`src/hw/rtl/ffha_pkg.sv`:
```
// ----------------------------------------------------------------------------
// ffha_pkg
// Shared widths, command codes and types of the first-fit hole allocator.
// ----------------------------------------------------------------------------
package ffha_pkg;

  localparam int unsigned SlotW    = 4;   // slot and chosen_slot fields
  localparam int unsigned AmtW     = 16;  // hole sizes and request sizes
  localparam int unsigned TagW     = 8;   // request tag
  localparam int unsigned CfgW     = 5;   // hole_count register
  localparam int unsigned HolesDef = 16;  // default table depth

  typedef enum logic {
    CMD_LOAD  = 1'b0,
    CMD_ALLOC = 1'b1
  } cmd_e;

  // result of the shared compare/subtract unit
  typedef struct packed {
    logic            fit;
    logic [AmtW-1:0] rest;
  } fit_t;

endpackage

```
`src/hw/rtl/ffha_ram.sv`:
```
// ----------------------------------------------------------------------------
// ffha_ram
// Generic single-write, single-read RAM with registered read data.
// ----------------------------------------------------------------------------
module ffha_ram #(
  parameter int unsigned Width = 16,
  parameter int unsigned Depth = 16,
  localparam int unsigned AddrW = (Depth > 1) ? $clog2(Depth) : 1
) (
  input  logic             clk_i,
  input  logic             we_i,
  input  logic [AddrW-1:0] waddr_i,
  input  logic [Width-1:0] wdata_i,
  input  logic [AddrW-1:0] raddr_i,
  output logic [Width-1:0] rdata_o
);

  logic [Width-1:0] mem_q [Depth];

  always_ff @(posedge clk_i) begin
    if (we_i) begin
      mem_q[waddr_i] <= wdata_i;
    end
    rdata_o <= mem_q[raddr_i];
  end

endmodule

```
`src/hw/rtl/ffha_fit.sv`:
```
// ----------------------------------------------------------------------------
// ffha_fit
// Shared compare/subtract unit: does the hole hold the request, and what is
// left over after taking it.
// ----------------------------------------------------------------------------
module ffha_fit (
  input  logic [ffha_pkg::AmtW-1:0] hole_i,
  input  logic [ffha_pkg::AmtW-1:0] req_i,
  output ffha_pkg::fit_t            res_o
);

  logic [ffha_pkg::AmtW:0] diff;

  // one subtract gives both: no borrow means hole >= request
  assign diff       = {1'b0, hole_i} - {1'b0, req_i};
  assign res_o.fit  = ~diff[ffha_pkg::AmtW];
  assign res_o.rest = diff[ffha_pkg::AmtW-1:0];

endmodule

```
`src/hw/rtl/first_fit_hole_allocator.sv`:
```
// ----------------------------------------------------------------------------
// first_fit_hole_allocator
// First-fit allocator over a table of free-hole sizes. Loads write a hole
// size; allocations scan holes from zero and carve the request out of the
// first hole large enough.
// ----------------------------------------------------------------------------
//  channel  direction  handshake                fields
//  in       input      in_valid_i / in_ready_o  cmd, slot, amount, tag
//  out      output     out_valid_o / out_ready_i granted, chosen_slot,
//                                               left_over, tag_out
//  cfg      input      cfg_we_i (no wait)       hole_count
//
//  A load is written to the hole table in the cycle it is accepted. An
//  allocation passes over at most min(hole_count, HOLES) holes; one hole is
//  examined per cycle through the single read port of the hole table and the
//  shared compare/subtract unit.
//  Reset clears per-hole valid bits at once; no clearing pass is needed.
//  A finished result waits in the scan state while the output register is
//  still full; the table is updated only when the result is registered.
// ----------------------------------------------------------------------------
module first_fit_hole_allocator #(
  parameter int unsigned HOLES = ffha_pkg::HolesDef
) (
  input  logic                       clk_i,
  input  logic                       rst_ni,
  input  logic                       cfg_we_i,
  input  logic [ffha_pkg::CfgW-1:0]  cfg_wdata_i,
  input  logic                       in_valid_i,
  output logic                       in_ready_o,
  input  logic                       cmd_i,
  input  logic [ffha_pkg::SlotW-1:0] slot_i,
  input  logic [ffha_pkg::AmtW-1:0]  amount_i,
  input  logic [ffha_pkg::TagW-1:0]  tag_i,
  output logic                       out_valid_o,
  input  logic                       out_ready_i,
  output logic                       granted_o,
  output logic [ffha_pkg::SlotW-1:0] chosen_slot_o,
  output logic [ffha_pkg::AmtW-1:0]  left_over_o,
  output logic [ffha_pkg::TagW-1:0]  tag_out_o
);

  localparam int unsigned IdxW = (HOLES > 1) ? $clog2(HOLES) : 1;
  localparam int unsigned CntW = $clog2(HOLES + 1);

  typedef enum logic [1:0] {
    ST_IDLE = 2'b01,
    ST_SCAN = 2'b10
  } state_e;

  state_e state_q, state_d;

  logic [ffha_pkg::CfgW-1:0]  hole_count_q;
  logic [CntW-1:0]            idx_q, idx_d;
  logic [CntW-1:0]            lim_q, lim_d;
  logic [ffha_pkg::AmtW-1:0]  req_q;
  logic [ffha_pkg::TagW-1:0]  tag_q;
  logic [HOLES-1:0]           valid_q;
  logic                       rd_valid_q, rd_valid_d;

  logic                       out_valid_q;
  logic                       granted_q;
  logic [ffha_pkg::SlotW-1:0] chosen_q;
  logic [ffha_pkg::AmtW-1:0]  left_q;
  logic [ffha_pkg::TagW-1:0]  tag_out_q;

  logic                       in_acc, is_alloc, load_ok;
  logic                       scan_live, hit, done, out_free, commit, advance;
  logic [CntW-1:0]            rd_cnt;
  logic [IdxW-1:0]            rd_addr, wr_addr;
  logic                       wr_en;
  logic [ffha_pkg::AmtW-1:0]  wr_data, ram_rdata, hole_val;
  ffha_pkg::fit_t             fit;

  assign in_ready_o = (state_q == ST_IDLE);
  assign in_acc     = in_valid_i && in_ready_o;
  assign is_alloc   = (cmd_i == ffha_pkg::CMD_ALLOC);
  assign load_ok    = in_acc && !is_alloc && (int'(slot_i) < HOLES);

  // scan control
  assign scan_live = (state_q == ST_SCAN) && (idx_q < lim_q);
  assign hit       = scan_live && fit.fit;
  assign done      = (state_q == ST_SCAN) && (!scan_live || hit);
  assign out_free  = !out_valid_q || out_ready_i;
  assign commit    = done && out_free;
  assign advance   = scan_live && !hit;

  // next hole to fetch; hold the address while a result waits
  always_comb begin
    if (state_q == ST_IDLE) begin
      rd_cnt = '0;
    end else if (advance) begin
      rd_cnt = idx_q + 1'b1;
    end else begin
      rd_cnt = idx_q;
    end
  end

  assign rd_addr    = IdxW'(rd_cnt);
  assign rd_valid_d = (int'(rd_cnt) < HOLES) ? valid_q[rd_addr] : 1'b0;
  assign hole_val   = rd_valid_q ? ram_rdata : '0;

  // table write: a load, or the carved-down hole on a grant
  always_comb begin
    if (commit) begin
      wr_en   = hit;
      wr_addr = IdxW'(idx_q);
      wr_data = fit.rest;
    end else begin
      wr_en   = load_ok;
      wr_addr = IdxW'(slot_i);
      wr_data = amount_i;
    end
  end

  always_comb begin
    lim_d = lim_q;
    if (int'(hole_count_q) > HOLES) begin
      lim_d = CntW'(HOLES);
    end else begin
      lim_d = CntW'(hole_count_q);
    end
  end

  always_comb begin
    state_d = state_q;
    idx_d   = idx_q;
    case (state_q)
      ST_IDLE: begin
        if (in_acc && is_alloc) begin
          state_d = ST_SCAN;
          idx_d   = '0;
        end
      end
      ST_SCAN: begin
        if (commit) begin
          state_d = ST_IDLE;
        end else if (advance) begin
          idx_d = rd_cnt;
        end
      end
      default: begin
        state_d = ST_IDLE;
      end
    endcase
  end

  always_ff @(posedge clk_i or negedge rst_ni) begin
    if (!rst_ni) begin
      state_q      <= ST_IDLE;
      hole_count_q <= '0;
      valid_q      <= '0;
      out_valid_q  <= 1'b0;
      idx_q        <= '0;
      lim_q        <= '0;
      rd_valid_q   <= 1'b0;
    end else begin
      state_q    <= state_d;
      idx_q      <= idx_d;
      rd_valid_q <= rd_valid_d;
      if (cfg_we_i) begin
        hole_count_q <= cfg_wdata_i;
      end
      if (in_acc && is_alloc) begin
        lim_q <= lim_d;
      end
      if (wr_en) begin
        valid_q[wr_addr] <= 1'b1;
      end
      if (commit) begin
        out_valid_q <= 1'b1;
      end else if (out_ready_i) begin
        out_valid_q <= 1'b0;
      end
    end
  end

  always_ff @(posedge clk_i) begin
    if (in_acc && is_alloc) begin
      req_q <= amount_i;
      tag_q <= tag_i;
    end
    if (commit) begin
      granted_q <= hit;
      chosen_q  <= hit ? ffha_pkg::SlotW'(idx_q) : '0;
      left_q    <= hit ? fit.rest : '0;
      tag_out_q <= tag_q;
    end
  end

  ffha_ram #(
    .Width (ffha_pkg::AmtW),
    .Depth (HOLES)
  ) u_ram (
    .clk_i   (clk_i),
    .we_i    (wr_en),
    .waddr_i (wr_addr),
    .wdata_i (wr_data),
    .raddr_i (rd_addr),
    .rdata_o (ram_rdata)
  );

  ffha_fit u_fit (
    .hole_i (hole_val),
    .req_i  (req_q),
    .res_o  (fit)
  );

  assign out_valid_o   = out_valid_q;
  assign granted_o     = granted_q;
  assign chosen_slot_o = chosen_q;
  assign left_over_o   = left_q;
  assign tag_out_o     = tag_out_q;

`ifndef NO_ASSERTIONS
  a_idx_in_range: assert property (@(posedge clk_i) disable iff (!rst_ni)
    (state_q == ST_SCAN) |-> (idx_q <= lim_q))
    else $error("scan index ran past the active hole count");

  a_grant_below_count: assert property (@(posedge clk_i) disable iff (!rst_ni)
    (out_valid_o && granted_o) |-> (int'(chosen_slot_o) < int'(hole_count_q)))
    else $error("granted hole outside the searched range");

  a_refusal_zero: assert property (@(posedge clk_i) disable iff (!rst_ni)
    (out_valid_o && !granted_o) |-> (chosen_slot_o == '0 && left_over_o == '0))
    else $error("refused result carries nonzero slot or size");

  a_result_from_scan: assert property (@(posedge clk_i) disable iff (!rst_ni)
    $rose(out_valid_o) |-> $past(state_q == ST_SCAN))
    else $error("result registered outside a scan");
`endif

endmodule
```
`config.mk`:
```
export PLATFORM = sky130hd
export DESIGN_NAME = first_fit_hole_allocator
export DESIGN_NICKNAME = d
export VERILOG_FILES = /design/src/hw/rtl/ffha_pkg.sv /design/src/hw/rtl/ffha_ram.sv /design/src/hw/rtl/ffha_fit.sv /design/src/hw/rtl/first_fit_hole_allocator.sv
export SDC_FILE = /design/constraint.sdc
export NUM_CORES = 1
export LEC_CHECK = 0
export CAP_MARGIN = 0
export CORE_UTILIZATION = 45
export DETAILED_ROUTE_END_ITERATION = 8
export DONT_BUFFER_PORTS = 1
export HOLD_SLACK_MARGIN = 0.03
export PLACE_DENSITY_LB_ADDON = 0.15
export SETUP_SLACK_MARGIN = 0.5
export SLEW_MARGIN = 0
export SYNTH_ARGS = -nofsm -noshare
export SYNTH_HDL_FRONTEND = slang
export SYNTH_HIERARCHICAL = 1
export SYNTH_SLANG_ARGS = --single-unit
```
`constraint.sdc`:
```
create_clock -name clk_i -period 7.2 [get_ports clk_i]
set_input_delay 0.36 -clock clk_i [delete_from_list [all_inputs] [get_ports clk_i]]
set_output_delay 0.36 -clock clk_i [all_outputs]
set_load 0.005 [all_outputs]
```
==> out/qor_table.md <==
| Metric | This run | Unit |
|:---|:---|:---|
| Cell Chain, Critical Path | and2_1, inv_1, ha_1, fa_1, and2b_1, o2111ai_2, a21boi_2, a211oi_2, o21ai_1, a21o_1, nor3b_2, nand2_1, a21oi_4, nor3b_4, buf_4, a21oi_2, inv_1, or3b_2, nor3_2, buf_4 | - |
| Worst relative slew slack | 35.87 | % |
| Post-cts resize count | 0 | - |
| Antenna diode instance count | 0 | - |
| Final cycle utilization of the critical path | 79.29 | % |
| TritonRoute pass-1 iters | 7 | - |
| GR met2 Demand/Resource | 30.03 | % |
| Post-synth ARST share | 9.722 | % |
| Initial cell density of the core | 45.74 | % |
| Standard-cell row count | 66 | - |
| CTS max path bufs | 3 | - |
| Relative area change from synthesis to final layout | 14.89 | % |
| Clk Latency, worst-skew pair | 0.53 | ns |
| Worst Tran Pin Value | 0.9619 | ns |
| Met1 demand-to-capacity share in global routing | 27.01 | % |
| Drt first-iter violations | 651 | - |
| Fraction of final layout cells with drive strength greater than 1 | 20.10 | % |
| Final count of hold timing violations | 0 | - |
| Power after layout | 5169 | uW |
| Overall routing resource usage | 19.05 | % |
| Number of distinct library cell variants in the gate-level netlist after synthesis | 72 | - |
| Startpoint-to-endpoint class of the critical path | register to register | - |
| Flops & latches, synth | 360 | - |
| Vias post-DR | 7872 | - |
| Most common cell after layout, fill and taps aside | edfxtp_1 | - |
| Half-perimeter wire length after placement | 19.75 | mm |
| Avg WL per Cell | 22.34 | um |
| RSZ-0062 raised after global routing | no | - |
| Post-route minimum period | 5.709 | ns |
| Mean post-synth cell area | 17.27 | um^2 |
| Routing layer with the top usage in global route | met2 | - |
| Tightest hold margin | 0.07780 | ns |
| Number of levels the H-tree was split into | 2 | - |
| EDFF count, synth | 309 | - |
| Total routed wirelength | 31.32 | mm |
| Number of cells produced by synthesis | 864 | - |
| Number of global-route vias before repair | 8053 | - |
| Sum of overflow across all layers after global routing | 0 | - |
| Overall die area | 33890 | um^2 |
| Clock tree sinks | 360 | - |
| Timing-limited maximum frequency | 0.1752 | GHz |
| Worst clock skew | 0.01308 | ns |
| DRC Markers | 0 | - |
| Outcome | finished, final reports clean | - |
| Leakage dissipation | 0.005854 | uW |
| Met3 usage in global routing | 3.764 | % |
| Maximum number of pins on one net before global-route repair | 65 | - |
| Port buffer count | 0 | - |
| Worst reg-to-reg setup slack | 1.49 | ns |
| Largest fanout of any net on the critical path | 47 | - |
| Number of buffers created by CTS | 38 | - |
| # IOs | 70 | - |
| Global-route wire length before repair | 48.16 | mm |
| CTS tree | built | - |
| Slowest cell on the critical path | buf_4 | - |
| Path type of the worst min-delay path | input port to register | - |
| Antenna viol nets, final | 0 | - |
| Layout fillers | 2590 | - |
| Post-DR vias/cell | 5.615 | - |
| Count of nets after finishing | 992 | - |
| Clock slew seen by the registers of the worst setup and hold paths | 0.06 | ns |
| Vertical die dimension | 184.1 | um |
| Count of pins over their slew limit | 0 | - |
| Worst ir drop on vdd | 0.1585 | mV |
| Sequential element share of the synthesized area | 70.22 | % |
| Core outline area | 32620 | um^2 |
| Syn_nets | 925 | - |
| Max capacitance violation total | 0 | - |
| Slowest cell delay on critical path | 0.58 | ns |
| Crit end category | register | - |
| Final setup violating endpoints | 0 | - |
| Floorplan die width | 184.1 | um |
| Clock tree root driver cell | clkbuf_16 | - |
| Number of antenna violations at the first check in global routing | 0 | - |
| Commonest register cell after synthesis | edfxtp_1 | - |
| Worst setup SP type | register | - |
| Total power per unit cell area | 301.5 | nW/um^2 |
| Required time of the critical path | 7.41 | ns |
| Synthesized area | 14920 | um^2 |
| Crit path arrival time | 5.92 | ns |
| Most used cells in the layout excluding fill and tap cells | edfxtp_1 (309), mux4_2 (54), clkbuf_16 (38) | - |
| GP Congestion | 0.8859 | - |
| Setup_tns | 0 | ns |
| Count of warnings emitted by yosys | 6 | - |
## layout make-up
class,instances,area [um^2],area share [%]
clock buffer,49,1022,5.964
clock inverter,20,250.2,1.460
inverter,40,151.4,0.8832
multi-input combinational,430,4130,24.09
sequential,360,10480,61.12
tap,442,553.0,3.226
timing repair buffer,61,558.0,3.255
## cell usage after synthesis, types with 4 or more instances
master / count / area [um^2]
dfxtp_1: 16 / 320.3
nor3_2: 4 / 40.04
o21ai_1: 4 / 20.02
mux4_2: 54 / 1216
xnor2_1: 11 / 96.34
nand2_1: 38 / 142.6
mux4_1: 10 / 262.8
and2_1: 36 / 225.2
nand3b_1: 7 / 52.55
ha_1: 21 / 262.8
clkbuf_1: 12 / 45.04
nor2_1: 28 / 105.1
mux2i_1: 4 / 40.04
buf_2: 10 / 50.05
a22oi_1: 32 / 240.2
o21ai_0: 11 / 55.05
o21a_1: 5 / 37.54
nor2b_1: 4 / 25.02
o211ai_1: 10 / 75.07
a31o_1: 7 / 61.31
dfrtp_1: 34 / 850.8
o31ai_1: 5 / 37.54
a21o_1: 11 / 82.58
nand2b_1: 13 / 81.33
a21oi_1: 23 / 115.1
mux2_2: 22 / 247.7
nor3_1: 11 / 55.05
edfxtp_1: 309 / 9279
nand3_1: 10 / 50.05
inv_1: 36 / 135.1
buf_6: 5 / 56.30
## power by group
group	leakage [uW]	internal, uW	switching [uW]
logic	0.00189	331	447
registers	0.00334	2370	52.0
clock network	0.000623	1160	803
total	0.00585	3870	1300
## worst max-delay path: cells and delay by family (launching register included)
family	cells	cell delay (ns)
adder cells (fa/ha/maj)	2	0.62
buffers and inverters	4	1.12
AO/OA/AOI/OAI	7	1.32
AND/OR/NAND/NOR	7	1.75
flip-flops	1	0.55
## routing by layer
| layer | up-vias | share of wire [%] | wire (um) |
|---|---|---|---|
| met3 | 46 | 6.0 | 1879 |
| met2 | 261 | 46 | 14510 |
| met5 | - | 0 | 0 |
| met1 | 4027 | 46 | 14310 |
| met4 | 0 | 2.0 | 615 |
| li1 | 3538 | - | - |
## repair_timing
item,in CTS,in global routing
hold buffers,36,0
setup buffers,0,0
endpoints found under the setup margin,0,0
hold endpoints to repair,64,0
## state kept, by name (all words and copies together), names as in the netlist, 4 cells and up
signal	count
left_over_o	16
hole_count_q	5
chosen_slot_o	4
valid_q	16
tag_q	8
u_ram/rdata_o	16
lim_q	5
u_ram/mem_q	256
idx_q	5
tag_out_o	8
req_q	16
## path summary, 6_finish.rpt
path	start	end	cells past startpoint
worst max-delay path	rd_valid_q	u_ram/mem_q[0][13]	20
worst min-delay path	out_ready_i	out_valid_o	2
worst max register to register	rd_valid_q	u_ram/mem_q[0][13]	20
worst min register to register	tag_q[5]	tag_out_o[5]	0
max in group asynchronous	rst_ni	state_q[0]	2
min in group asynchronous	rst_ni	valid_q[10]	2
## cell families after synthesis
group | after synthesis | synth area share, %
AOI/OAI and AO/OA | 136 | 6.684
xor gates and xnor gates | 13 | 0.7632
adders and majority gates | 22 | 1.895
buffers and inverters | 74 | 2.281
DFF | 360 | 70.22
muxes | 93 | 12.12
and+or+nand+nor | 166 | 6.038
## through the flow
stage                     setup WS, ns  area (um^2)  utilization, %  cells
final                            1.491        17140           52.55   1402
after global routing             1.110        17140           52.55   1402
after CTS                        1.468        17140           52.55   1402
after detailed placement         1.500        15500           47.51   1297
after global placement           1.621        15500           47.51   1297
after floorplan                  1.813        14920               -    864
Note: power is estimated with default switching activity, not from simulation.
